`config.mk`:
```
export PLATFORM = sky130hd
export DESIGN_NAME = decimal_integer_token_parser
export DESIGN_NICKNAME = d
export VERILOG_FILES = /design/src/dtp_pkg.sv /design/src/dtp_step.sv /design/src/decimal_integer_token_parser.sv
export SDC_FILE = /design/constraint.sdc
export NUM_CORES = 1
export LEC_CHECK = 0
export BUFFER_PORTS_ARGS = -buffer_cell sky130_fd_sc_hd__buf_2
export CAP_MARGIN = 10
export CORE_MARGIN = 3
export CORE_UTILIZATION = 60
export DETAILED_ROUTE_END_ITERATION = 7
export GPL_TIMING_DRIVEN = 0
export PLACE_DENSITY_LB_ADDON = 0.05
export RECOVER_POWER = 25
export SYNTH_ARGS = -nofsm -noshare
export SYNTH_HDL_FRONTEND = slang
export SYNTH_SLANG_ARGS = --single-unit
```
`constraint.sdc`:
```
create_clock -name clk -period 12.5 [get_ports clk]
set_input_delay 0.625 -clock clk [delete_from_list [all_inputs] [get_ports clk]]
set_output_delay 0.625 -clock clk [all_outputs]
set_load 0.05 [all_outputs]
```
`src/dtp_pkg.sv`:
```
// Shared types and constants for the decimal integer token parser.
// No dependencies.
package dtp_pkg;

	// digits kept before further digits count as zero (1..9)
	localparam int unsigned MaxDigits = 8;

	localparam logic [30:0] MAG_LIMIT  = 31'h7fff_ffff;
	localparam logic [7:0]  CHAR_MINUS = 8'h2d;
	localparam logic [7:0]  CHAR_PLUS  = 8'h2b;
	localparam logic [7:0]  CHAR_ZERO  = 8'h30;
	localparam logic [7:0]  DIGIT_MAX  = 8'd9;
	localparam logic [3:0]  COUNT_MAX  = 4'd15;

	typedef struct packed {
		logic        active;
		logic        sign_allowed;
		logic        negative;
		logic [30:0] magnitude;
		logic [3:0]  digit_count;
		logic [7:0]  token_start;
		logic [7:0]  position;
		logic        saturated;
	} tok_state_t;

	typedef struct packed {
		logic               valid;
		logic               found;
		logic signed [31:0] value;
		logic [7:0]         next_offset;
		logic               overflow;
	} tok_result_t;

endpackage

```
`src/dtp_step.sv`:
```
// Per-character token step: next parser state and the optional result.
// Depends on dtp_pkg.
module dtp_step #(
	parameter int unsigned MAX_DIGITS = dtp_pkg::MaxDigits
) (
	input  logic                first,
	input  logic [7:0]          start_offset,
	input  logic [7:0]          character,
	input  dtp_pkg::tok_state_t cur,
	output dtp_pkg::tok_state_t nxt,
	output dtp_pkg::tok_result_t res
);
	import dtp_pkg::*;

	localparam logic [3:0] COUNT_KEEP = 4'(MAX_DIGITS);

	tok_state_t  st;
	logic [7:0]  digit;
	logic [3:0]  cnt_new;
	logic [34:0] prod;
	logic        is_sign;

	always_comb begin
		st = cur;
		if (first) begin
			st.active       = 1'b1;
			st.sign_allowed = 1'b1;
			st.negative     = 1'b0;
			st.magnitude    = '0;
			st.digit_count  = '0;
			st.token_start  = start_offset;
			st.position     = '0;
			st.saturated    = 1'b0;
		end

		digit   = character - CHAR_ZERO;
		is_sign = (character == CHAR_MINUS) || (character == CHAR_PLUS);
		cnt_new = (st.digit_count < COUNT_MAX) ? st.digit_count + 4'd1 : st.digit_count;
		// x10 as shift-and-add
		prod = {1'b0, st.magnitude, 3'b000} + {3'b000, st.magnitude, 1'b0};
		if (cnt_new <= COUNT_KEEP)
			prod = prod + {31'd0, digit[3:0]};

		nxt = st;
		res = '0;
		if (st.active) begin
			if (st.sign_allowed && is_sign) begin
				nxt.sign_allowed = 1'b0;
				nxt.negative     = (character == CHAR_MINUS);
				nxt.position     = st.position + 8'd1;
			end else if (digit <= DIGIT_MAX) begin
				nxt.sign_allowed = 1'b0;
				nxt.digit_count  = cnt_new;
				if (st.saturated || (prod > {4'd0, MAG_LIMIT})) begin
					nxt.magnitude = MAG_LIMIT;
					nxt.saturated = 1'b1;
				end else begin
					nxt.magnitude = prod[30:0];
				end
				nxt.position = st.position + 8'd1;
			end else begin
				// terminator closes the token
				nxt.sign_allowed = 1'b0;
				nxt.active       = 1'b0;
				res.valid        = 1'b1;
				if (st.digit_count == 4'd0) begin
					res.next_offset = st.token_start;
				end else begin
					res.found       = 1'b1;
					res.value       = st.negative ? -$signed({1'b0, st.magnitude})
						: $signed({1'b0, st.magnitude});
					res.next_offset = st.token_start + st.position;
					res.overflow    = st.saturated;
				end
			end
		end
	end

endmodule

```
`src/decimal_integer_token_parser.sv`:
```
// Decimal integer token parser: input register, step logic, result register.
// out_valid rises once the terminating character has passed the input register and the result register.
// Throughput: one character per cycle, sustained, with no stall at the output.
// Reset (arst_n low, asynchronous): no token open, both pipeline registers empty.
// Depends on dtp_pkg and dtp_step.
module decimal_integer_token_parser #(
	parameter int unsigned MAX_DIGITS = dtp_pkg::MaxDigits
) (
	input  logic               clk,
	input  logic               arst_n,
	input  logic               in_valid,
	output logic               in_stall,
	input  logic               first,
	input  logic [7:0]         start_offset,
	input  logic [7:0]         character,
	output logic               out_valid,
	input  logic               out_stall,
	output logic               found,
	output logic signed [31:0] value,
	output logic [7:0]         next_offset,
	output logic               overflow
);
	import dtp_pkg::*;

	// stage 1: registered input character
	logic        valid_s1;
	logic        first_s1;
	logic [7:0]  start_s1;
	logic [7:0]  char_s1;

	// parser state carried between characters
	tok_state_t  state_q;
	tok_state_t  state_nxt;
	tok_result_t step_res;

	// result register
	logic        out_valid_q;
	tok_result_t res_q;

	// stage 1 retires when the result register can take a transfer; items with
	// no result also wait for that, which keeps the control trivial
	logic advance;

	assign advance  = valid_s1 && (!out_valid_q || !out_stall);
	assign in_stall = valid_s1 && !advance;

	dtp_step #(
		.MAX_DIGITS (MAX_DIGITS)
	) u_step (
		.first        (first_s1),
		.start_offset (start_s1),
		.character    (char_s1),
		.cur          (state_q),
		.nxt          (state_nxt),
		.res          (step_res)
	);

	always_ff @(posedge clk or negedge arst_n) begin
		if (!arst_n) begin
			valid_s1 <= 1'b0;
		end else if (!in_stall) begin
			valid_s1 <= in_valid;
		end
	end

	always_ff @(posedge clk) begin
		if (in_valid && !in_stall) begin
			first_s1 <= first;
			start_s1 <= start_offset;
			char_s1  <= character;
		end
	end

	always_ff @(posedge clk or negedge arst_n) begin
		if (!arst_n) begin
			state_q <= '0;
		end else if (advance) begin
			state_q <= state_nxt;
		end
	end

	always_ff @(posedge clk or negedge arst_n) begin
		if (!arst_n) begin
			out_valid_q <= 1'b0;
		end else if (advance) begin
			out_valid_q <= step_res.valid;
		end else if (!out_stall) begin
			out_valid_q <= 1'b0;
		end
	end

	always_ff @(posedge clk) begin
		if (advance && step_res.valid) begin
			res_q <= step_res;
		end
	end

	assign out_valid   = out_valid_q;
	assign found       = res_q.found;
	assign value       = res_q.value;
	assign next_offset = res_q.next_offset;
	assign overflow    = res_q.overflow;

	// a transfer without digits carries zero value and no overflow
	a_empty_token: assert property (@(posedge clk) disable iff (!arst_n)
		out_valid && !found |-> value == 32'sd0 && !overflow)
		else $error("empty token with nonzero payload");

	// overflow only on a token that had digits
	a_ovf_found: assert property (@(posedge clk) disable iff (!arst_n)
		out_valid && overflow |-> found)
		else $error("overflow without digits");

	// a terminator closes the token
	a_close: assert property (@(posedge clk) disable iff (!arst_n)
		advance && step_res.valid |=> !state_q.active)
		else $error("token still open after terminator");

	// input side only stalls with a held character
	a_stall_src: assert property (@(posedge clk) disable iff (!arst_n)
		in_stall |-> valid_s1 && out_valid_q && out_stall)
		else $error("input stalled without a blocked result");

endmodule

```
Word level (Yosys, flattened, before mapping) --
Cells that the tools add are included.
Storage, ports and cells: flip-flop bits (word level) 116, word-level logic and storage cells 74, bits in latches 0, ROM bits 0, RAM bits 0, memories 0
Cells by class: magnitude comparators 4, reduce and logical (&&, ||, !) cells 16, multiplexer cells 24, div/mod/pow operators 0, bitwise logic cells 2, shifts and indexed selects 0, multiply operators 0, eq/ne operators 3, add/sub/neg operators 7
Operators by type and width (number):
- $mux 43 | 3
- $mux 35 | 3
- $mux 55 | 1
- $mux 38 | 1
- $add 34x32->35 | 1
- $add 35x4->35 | 1
- $gt 35x31->1 const B | 1
- $mux 33 | 1
- $mux 32 | 1
- $neg 31->32 | 1
- $mux 31 | 1
- $mux 9 | 2
- $eq 8x6->1 const B | 2
- $mux 8 | 2
- $add 8x1->8 const B | 1
- $add 8x8->8 | 1
- $le 8x4->1 const B | 1
- $mux 1 | 8
- $sub 8x6->8 const B | 1
- $logic_and 1x1->1 | 5
- $reduce_or 5->1 | 1
- $add 4x1->4 const B | 1
- $le 4x4->1 const B | 1
- $logic_not 1->1 | 4
- other kinds (8) | 11

Depth between registers and ports, before layout --
Gate-level depths: netlist of run 1.
depth after elaboration 11, gate-level depth with buffers 27, gate-level depth less buffers 16

Modules after synthesis --
A second synthesis of run 1 with hierarchy kept.
Unflattened totals: cell total of the unflattened synthesis 1108, area total of the unflattened synthesis 10032.1 sq um
Modules (own cells, without submodules):
- dtp_step | area an instance 5866.9 sq um, sequential area each 0.0 sq um, cells each 922, instances 1
- decimal_integer_token_parser | area an instance 4165.2 sq um, sequential area each 3198.1 sq um, cells each 186, instances 1

Worst setup path after synthesis of run 1 --
Ideal clock, no wire load.
kind register to register, from register first_s1, to register state_q[32] (netlist bit), period minus slack after synthesis 7.004 ns, library setup time 0.126 ns, stages on the path, launching flop included 27, data required time 12.374 ns, arrival 6.878 ns, path buffers 12, slack 5.496 ns, cell sequence edfxtp_1 -> buf_2 -> buf_2 -> buf_2 -> buf_4 -> clkbuf_1 -> clkbuf_1 -> buf_1 -> clkbuf_1 -> clkbuf_1 -> clkbuf_1 -> nor2_1 -> ha_1 -> maj3_2 -> or2_4 -> a22oi_4 -> o211ai_4 -> or4_4 -> a211oi_2 -> o211ai_2 -> or3_4 -> or4b_1 -> mux2_4 -> o21a_1 -> buf_6 -> buf_6 -> a221o_1
RTL lines:
- start: declaration | RTL line decimal_integer_token_parser.sv:27 | logic first_s1;
- start signal: assignment | RTL line decimal_integer_token_parser.sv:68 | first_s1 <= first;
- end signal: assignment | RTL line decimal_integer_token_parser.sv:78 | state_q <= state_nxt;
- end: declaration | RTL line decimal_integer_token_parser.sv:32 | tok_state_t state_q;

==> results_tabular.tex, run 1 <==
\begin{tabular}{lr}
\hline
Metric & Value \\
\hline
\multicolumn{2}{l}{\textbf{Timing}} \\
\quad Post-route clock period utilization & between 80\% and 90\% \\
\quad Count of final hold-check violations & 0 \\
\quad Worst slew margin & -48.8\% \\
\quad Worst hold slack & about 0.37 ns \\
\quad Achievable Freq & just under 100 MHz \\
\quad Worst clock skew on the final layout & 0.0123 ns \\
\quad Final max-slew violation count & 38 \\
\quad Worst Slack Setup Final & roughly 2.1 ns \\
\quad Total Negative Setup Slacks & 0 ns \\
\quad Number of failing setup endpoints in the final timing report & 0 \\
\quad Time the worst path needs with I/O delays and setup & $\sim$10 ns \\
\quad Unrepaired setup endpoints after global routing & no \\
\quad Worst-margin pin slew & $\sim$2.2 ns \\
\multicolumn{2}{l}{\textbf{Outcome}} \\
\quad Run status & complete, but fails checks \\
\quad Violated checks & capacitance limit, slew limit \\
\multicolumn{2}{l}{\textbf{Routing}} \\
\quad Number of nets with antenna violations after detailed routing & 0 \\
\quad First-pass iteration count of the detailed router & 7 \\
\quad Routed length per placed instance & 20.2 um \\
\quad Routed via count divided by cell count & 6.49 \\
\quad DRC & 0 \\
\quad Detailed Route Iter0 Violations & between 1000 and 1500 \\
\quad Total vias in the final route & approximately 8600 \\
\quad Total wirelength of the detailed-routed design & around 27000 um \\
\multicolumn{2}{l}{\textbf{Synthesis}} \\
\quad Post-synth net total & 1088 \\
\quad Sequential area share after synthesis & between 30\% and 40\% \\
\quad Mux share of post-synthesis cell area & around 1.5\% \\
\quad Yosys Warn Count & 0 \\
\quad Yosys top cell area share & about a fifth \\
\quad Post-synthesis compound-gate area fraction & between 20\% and 30\% \\
\quad Biggest area consumer among synthesized cells & sky130\_fd\_sc\_hd\_\_edfxtp\_1 \\
\quad Share of the synthesized netlist area taken by xor and xnor gates & between 10\% and 20\% \\
\quad Simple-Gate Fraction of Synth Area & between 20 and 25\% \\
\quad Number of flops mapped to enable cells by yosys & 59 \\
\quad Synthesized area per cell & roughly 8.6 um2 \\
\quad Ranking of synthesized cells by area & sky130\_fd\_sc\_hd\_\_edfxtp\_1 (20\%), sky130\_fd\_sc\_hd\_\_dfrtp\_1 (16\%), sky130\_fd\_sc\_hd\_\_xnor2\_1 (6.2\%) \\
\quad Number of storage elements in the synthesis netlist & 116 \\
\quad Largest family of logic cells by synthesized area & compound AO/OA/AOI/OAI gates \\
\quad Post-Synthesis Cell Area & between 9000 and 10000 um2 \\
\quad Area share of fa/ha/maj cells after synthesis & roughly 3.5\% \\
\quad Most used flip-flop cell after synthesis & sky130\_fd\_sc\_hd\_\_edfxtp\_1 \\
\quad Number of standard cells after synthesis & about 1000 \\
\quad Distinct cells, synth & between 80 and 90 \\
\quad Share of flip-flops with an asynchronous set or reset & between 40 and 50\% \\
\multicolumn{2}{l}{\textbf{Floorplanning}} \\
\quad Overall die area & between 15000 and 20000 um2 \\
\quad X dimension of the die & roughly 130 um \\
\quad Placeable Area & 14600 um2 \\
\quad Effective utilization at floorplan & 61.7\% \\
\quad Placement row count & 44 \\
\quad Y dimension of the die & about 130 um \\
\quad \# IOs & 65 \\
\multicolumn{2}{l}{\textbf{Placed design}} \\
\quad Total of buffers placed on input and output ports & 64 \\
\quad Worst setup slack before clock tree synthesis & between 2 and 3 ns \\
\quad Total cell area at the placement stage & around 9600 um2 \\
\quad Final Wtd Congestion & between 0.9 and 1 \\
\quad Cell count after placement & 1298 \\
\quad HPWL Detailed & around 19000 um \\
\multicolumn{2}{l}{\textbf{Global route}} \\
\quad GRT Residual Overflow & 0 \\
\quad Global-route wire length before repair & between 40000 and 50000 um \\
\quad All-layer global routing usage & between 30\% and 40\% \\
\quad Initial antenna violation count & 0 \\
\quad Via count of the first global-routing pass & a little under 8000 \\
\quad Pin count of the biggest net entering global routing & 38 \\
\multicolumn{2}{l}{\textbf{Worst hold path}} \\
\quad Start point of the worst min-delay path & first \\
\quad Path class of the lowest-slack min-delay path & in -> reg \\
\multicolumn{2}{l}{\textbf{Clock network}} \\
\quad H-tree Lvls & 4 \\
\quad Cts repair resizes & 0 \\
\quad Hold buffers post-CTS & 0 \\
\quad Number of setup buffers added after CTS & 0 \\
\quad Clock network latency to the later pin of the worst-skew pair & about 0.43 ns \\
\quad Clock tree from TritonCTS & yes \\
\quad Clock slew at the register clock pins of the worst setup and hold paths & approximately 0.06 ns \\
\quad Buffer levels on the longest clock path & 2 \\
\quad Sinks on Clock Net & 116 \\
\quad Number of buffers added by the clock tree synthesis step & 17 \\
\quad Root Buffer Master & sky130\_fd\_sc\_hd\_\_clkbuf\_16 \\
\multicolumn{2}{l}{\textbf{Power and ir drop}} \\
\quad Static leakage & around 4 nW \\
\quad Worst ir drop on vdd & between 0.0001 and 0.00015 V \\
\quad Pwr/cell area & roughly 120 nW/um2 \\
\multicolumn{2}{l}{\textbf{Critical path}} \\
\quad Critical path origin & first\_s1 \\
\quad Category of the critical setup timing path & reg -> reg \\
\quad Arrival time of the worst setup path & roughly 11 ns \\
\quad Reg-to-reg startpoint & first\_s1 \\
\quad Kind of start point of the critical path & register \\
\quad Sort of element at the end of the critical path & register \\
\quad Worst endpoint required time & approximately 13 ns \\
\quad Critical-path maximum fanout & 10 \\
\multicolumn{2}{l}{\textbf{Layout}} \\
\quad Antenna Cells & 0 \\
\quad Final standard cell area without fillers & around 10000 um2 \\
\quad Final net count & approximately 1200 \\
\quad Ratio of cells with drive above 1 in the final layout & approximately 14\% \\
\quad Filler-free cell count of the finished design & approximately 1300 \\
\quad Relative area change from synthesis to final layout & 13.0\% \\
\quad Leading cell types in the layout, fill and taps excluded & sky130\_fd\_sc\_hd\_\_nor2\_1 (108), sky130\_fd\_sc\_hd\_\_buf\_2 (84), sky130\_fd\_sc\_hd\_\_nand2\_1 (82) \\
\quad Commonest non-fill, non-tap cell in the layout & sky130\_fd\_sc\_hd\_\_nor2\_1 \\
\multicolumn{2}{l}{\textbf{Job}} \\
\quad MaxCap Viol Count & 1 \\
\hline
\end{tabular}
[sequential cells by signal, summed over array words and instances, names as in the netlist]
register and cells:
start_s1 8, next_offset 8, found 1, first_s1 1, state_q 55, char_s1 8, overflow 1, value 32
out_valid 1, valid_s1 1
[layout make-up]
class | instances | area, um2
Buffer | 84 | 383
Clock buffer | 17 | 425
Clock inverter | 15 | 158
Fill cell | 1186 | 4440
Inverter | 31 | 116
Multi-Input combinational cell | 815 | 5340
Sequential cell | 116 | 3200
Tap cell | 184 | 230
Timing Repair Buffer | 68 | 357
[stage by stage]
| step | total power, mW | util [%] |
|---|---|---|
| after floorplan | 0.626 | - |
| after global placement | 0.687 | 65.4 |
| after detailed placement | 0.692 | 65.8 |
| after CTS | 1.17 | 69.8 |
| after global routing | 1.21 | 69.7 |
| final | 1.17 | 69.7 |
[layer usage]
metal | part of all wire (%) | track usage (%)
met1 | 44 | 45.6
met2 | 43 | 47.6
met3 | 9.5 | 7.89
met4 | 4.2 | 14.9
met5 | 0 | 0
[worst max-delay path, stage by stage, from the launching register on]
cell,delay (ns)
sky130_fd_sc_hd__edfxtp_1,0.35
sky130_fd_sc_hd__buf_2,0.28
sky130_fd_sc_hd__buf_2,0.34
sky130_fd_sc_hd__buf_2,0.29
sky130_fd_sc_hd__buf_4,0.23
sky130_fd_sc_hd__clkbuf_1,0.62
sky130_fd_sc_hd__clkbuf_1,0.55
sky130_fd_sc_hd__buf_1,0.63
sky130_fd_sc_hd__clkbuf_1,0.66
sky130_fd_sc_hd__clkbuf_1,0.58
sky130_fd_sc_hd__clkbuf_1,0.62
sky130_fd_sc_hd__nor2_1,0.16
sky130_fd_sc_hd__ha_1,0.28
sky130_fd_sc_hd__maj3_2,0.34
sky130_fd_sc_hd__or2_4,0.26
sky130_fd_sc_hd__a21oi_1,0.37
sky130_fd_sc_hd__o22ai_1,0.20
sky130_fd_sc_hd__a221oi_1,0.74
sky130_fd_sc_hd__xnor2_1,0.29
sky130_fd_sc_hd__o211ai_2,0.21
sky130_fd_sc_hd__or3_4,0.44
sky130_fd_sc_hd__or4b_1,0.55
sky130_fd_sc_hd__mux2_4,0.34
sky130_fd_sc_hd__o21a_1,0.21
sky130_fd_sc_hd__clkbuf_1,0.32
sky130_fd_sc_hd__a221o_1,0.37
[final timing paths]
check / to / slack [ns] / cells past startpoint
min: first_s1 / 0.37 / 1
max: state_q[45] / 2.14 / 25
min reg2reg: state_q[13] / 0.48 / 2
min in group asynchronous: state_q[24] / 0.44 / 1
max in group asynchronous: valid_s1 / 9.36 / 2
max reg2reg: state_q[45] / 2.14 / 25
[report_power, final]
part           switching (mW)  leakage [nW]  internal, mW
clock network           0.219         0.285         0.267
registers              0.0148          1.35         0.438
logic                   0.173          2.46        0.0626
[cells in the mapped netlist, drive strengths merged (10+ instances only)]
cell type and instances:
a211oi 10, a21o 12, a21oi 63, a221o 28
a31oi 18, and2 21, buf 33, clkbuf 51
dfrtp 57, edfxtp 59, ha 20, inv 31
mux2i 10, nand2 82, nand3 19, nor2 108
nor2b 20, nor3 38, o211ai 11, o21ai 75
o31ai 16, or3 13, xnor2 65, xor2 35
[kinds of logic after synthesis]
family,after synthesis
AOI/OAI and AO/OA,305
xor gates and xnor gates,101
adders and majority gates,25
buffers and inverters,115
DFF,116
muxes,13
and+or+nand+nor,371
Power figures use the tool's default switching activity.
==> run 2, diff against run 1 <==
CORE_UTILIZATION = 56   (was 60)
clock period = 9.25 ns   (was 12.5 ns; I/O delays follow)
==> results_tabular.tex, run 2 (synthesis results as in run 1) <==
\begin{tabular}{lr}
\hline
Metric & Value \\
\hline
\multicolumn{2}{l}{\textbf{Layout}} \\
\quad Final net count & 1172 (was 1175) \\
\quad Ratio of cells with drive above 1 in the final layout & 14.0\% (was 13.8\%) \\
\quad Max reg flops & 55 (unchanged) \\
\quad Most flop-heavy register & state\_q (unchanged) \\
\quad Post-layout utilization of the core & 66.2\% (was 69.7\%) \\
\quad Leading cell types in the layout, fill and taps excluded & sky130\_fd\_sc\_hd\_\_nor2\_1 (108), sky130\_fd\_sc\_hd\_\_buf\_2 (85), sky130\_fd\_sc\_hd\_\_nand2\_1 (82) (was sky130\_fd\_sc\_hd\_\_nor2\_1 (108), sky130\_fd\_sc\_hd\_\_buf\_2 (84), sky130\_fd\_sc\_hd\_\_nand2\_1 (82)) \\
\quad Antenna Cells & 0 (unchanged) \\
\quad Final standard cell area without fillers & 10300 um2 (was 10200 um2) \\
\quad Relative area change from synthesis to final layout & 13.6\% (was 13.0\%) \\
\quad Filler-free cell count of the finished design & 1354 (was 1330) \\
\quad Commonest non-fill, non-tap cell in the layout & sky130\_fd\_sc\_hd\_\_nor2\_1 (unchanged) \\
\multicolumn{2}{l}{\textbf{Critical path}} \\
\quad Buf+Inv Stages, Crit Path & 9 (was 11) \\
\quad Kind of cell with the highest combined delay on the critical path & buffers and inverters (unchanged) \\
\quad Arrival time of the worst setup path & 9.08 ns (was 10.67 ns) \\
\quad Cell with the largest stage delay on the worst path & sky130\_fd\_sc\_hd\_\_a221oi\_1 (unchanged) \\
\quad Most repeated library cell on the critical path & sky130\_fd\_sc\_hd\_\_buf\_2 (was sky130\_fd\_sc\_hd\_\_clkbuf\_1) \\
\quad Category of the critical setup timing path & reg -> reg (unchanged) \\
\quad Ordered cell list for the critical path & buf\_2, buf\_2, buf\_2, buf\_4, clkbuf\_1, clkbuf\_2, buf\_2, clkbuf\_1, nor2\_1, ha\_1, maj3\_2, or2\_4, a21oi\_1, o22ai\_1, a221oi\_1, xnor2\_1, o211ai\_2, or3\_4, or4b\_1, mux2\_4, o21a\_1, clkbuf\_1, a221o\_1 \\
\quad Worst endpoint required time & 9.56 ns (was 12.81 ns) \\
\quad Kind of start point of the critical path & register (unchanged) \\
\quad CP max stage delay & 0.72 ns (was 0.74 ns) \\
\quad Sort of element at the end of the critical path & register (unchanged) \\
\quad Critical-path maximum fanout & 19 (was 10) \\
\quad Slack of the worst reg-to-reg path & 0.48 ns (was 2.14 ns) \\
\multicolumn{2}{l}{\textbf{Power and ir drop}} \\
\quad Pwr/cell area & 159 nW/um2 (was 115 nW/um2) \\
\quad Worst ir drop on vdd & 0.000132 V (was 0.000107 V) \\
\quad Total Power & 1.63 mW (was 1.17 mW) \\
\quad Static leakage & 4.11 nW (was 4.10 nW) \\
\multicolumn{2}{l}{\textbf{Floorplanning}} \\
\quad Y dimension of the die & 133 um (was 129 um) \\
\quad \# IOs & 65 (unchanged) \\
\quad Effective utilization at floorplan & 58.3\% (was 61.7\%) \\
\quad X dimension of the die & 133 um (was 129 um) \\
\quad Overall die area & 17700 um2 (was 16600 um2) \\
\quad Placeable Area & 15500 um2 (was 14600 um2) \\
\quad Placement row count & 45 (was 44) \\
\multicolumn{2}{l}{\textbf{Routing}} \\
\quad Detailed Route Iter0 Violations & 891 (was 1087) \\
\quad Routed via count divided by cell count & 6.24 (was 6.49) \\
\quad Number of nets with antenna violations after detailed routing & 0 (unchanged) \\
\quad DRC & 0 (unchanged) \\
\quad First-pass iteration count of the detailed router & 5 (was 7) \\
\quad Routed length per placed instance & 19.9 um (was 20.2 um) \\
\quad Total vias in the final route & 8444 (was 8632) \\
\quad Total wirelength of the detailed-routed design & 26900 um (was 26800 um) \\
\multicolumn{2}{l}{\textbf{Placed design}} \\
\quad HPWL Detailed & 19700 um (was 19500 um) \\
\quad Total cell area at the placement stage & 9660 um2 (was 9640 um2) \\
\quad Total of buffers placed on input and output ports & 64 (unchanged) \\
\quad Final Wtd Congestion & 1.00 (was 0.949) \\
\quad Cell count after placement & 1324 (was 1298) \\
\multicolumn{2}{l}{\textbf{Timing}} \\
\quad Final max-slew violation count & 58 (was 38) \\
\quad Unrepaired setup endpoints after global routing & no (unchanged) \\
\quad Worst slew margin & -129\% (was -48.8\%) \\
\quad Worst-margin pin slew & 3.43 ns (was 2.23 ns) \\
\quad Number of failing setup endpoints in the final timing report & 0 (unchanged) \\
\quad Time the worst path needs with I/O delays and setup & 8.77 ns (was 10.36 ns) \\
\quad Achievable Freq & 114 MHz (was 96.5 MHz) \\
\quad Post-route clock period utilization & 94.8\% (was 82.9\%) \\
\quad Worst clock skew on the final layout & 0.0104 ns (was 0.0123 ns) \\
\quad Worst hold slack & 0.199 ns (was 0.365 ns) \\
\quad Count of final hold-check violations & 0 (unchanged) \\
\multicolumn{2}{l}{\textbf{Global route}} \\
\quad Initial antenna violation count & 0 (unchanged) \\
\quad Global-route wire length before repair & 42700 um (was 41800 um) \\
\quad Via count of the first global-routing pass & 7867 (was 7949) \\
\quad All-layer global routing usage & 30.5\% (was 32.5\%) \\
\quad GRT Residual Overflow & 0 (unchanged) \\
\quad Pin count of the biggest net entering global routing & 58 (was 38) \\
\multicolumn{2}{l}{\textbf{Outcome}} \\
\quad Violated checks & capacitance limit, slew limit (unchanged) \\
\quad Run status & complete, but fails checks (unchanged) \\
\multicolumn{2}{l}{\textbf{Clock network}} \\
\quad Clock tree from TritonCTS & yes (unchanged) \\
\quad Number of buffers added by the clock tree synthesis step & 17 (unchanged) \\
\quad Clock network latency to the later pin of the worst-skew pair & 0.43 ns (about the same) \\
\quad Sinks on Clock Net & 116 (unchanged) \\
\quad H-tree Lvls & 4 (unchanged) \\
\quad Clock slew at the register clock pins of the worst setup and hold paths & 0.06 ns (about the same) \\
\quad Root Buffer Master & sky130\_fd\_sc\_hd\_\_clkbuf\_16 (unchanged) \\
\quad Buffer levels on the longest clock path & 2 (unchanged) \\
\multicolumn{2}{l}{\textbf{Worst hold path}} \\
\quad Path class of the lowest-slack min-delay path & in -> reg (unchanged) \\
\multicolumn{2}{l}{\textbf{Job}} \\
\quad MaxCap Viol Count & 1 (unchanged) \\
\hline
\end{tabular}
run 2: where the power goes:
part / switching [mW] / leakage [nW] / internal [mW] / total [mW]
clock: 0.285 / 0.298 / 0.410 / 0.695
sequential: 0.0209 / 1.35 / 0.593 / 0.614
combinational: 0.235 / 2.47 / 0.0849 / 0.320
total: 0.541 / 4.11 / 1.09 / 1.63
run 2: worst paths after layout:
kind / from / end / cells after the start
worst min register to register: state_q[14] / state_q[14] / 2
max in group asynchronous: arst_n / state_q[44] / 1
worst min-delay path: start_offset[5] / start_s1[5] / 1
worst max-delay path: first_s1 / state_q[49] / 23
min in group asynchronous: arst_n / state_q[30] / 1
worst max register to register: first_s1 / state_q[49] / 23
run 2: area by class of cell:
type	instances	area (um2)
Inverter	31	116
Buffer	82	378
Tap cell	211	264
Timing Repair Buffer	67	357
Multi-Input combinational cell	815	5340
Fill cell	1327	5230
Clock inverter	15	183
Clock buffer	17	425
Sequential cell	116	3200
run 2: what timing repair did:
item,4_1_cts,5_1_grt
resized for setup,2,1
setup endpoints to repair,32,20
hold buffers,0,0
setup buffers,0,0
run 2: metal layers:
metal	share of wire [%]	GRT usage (%)	vias to the layer above
met5	0	0	-
met1	46	44.8	4005
met2	44	45.0	391
met3	7.2	4.94	49
li1	-	-	3999
met4	2.8	12.1	0
run 2: metrics by stage:
stage	setup slack [ns]	setup TNS (ns)
2_1_floorplan	2.25	0
3_3_place_gp	-0.555	-12.88
3_5_place_dp	-0.672	-16.56
4_1_cts	0.176	0
5_1_grt	0.183	0
6_report	0.479	0
run 2: worst register-to-register path: cells and delay by family (launching register included):
kind,cells,cell delay [ns]
adder cells (fa/ha/maj),2,0.62
XOR/XNOR,1,0.27
flip-flops,1,0.35
AO/OA/AOI/OAI,6,2.01
buffers and inverters,9,3.64
AND/OR/NAND/NOR,4,1.43
multiplexers,1,0.35
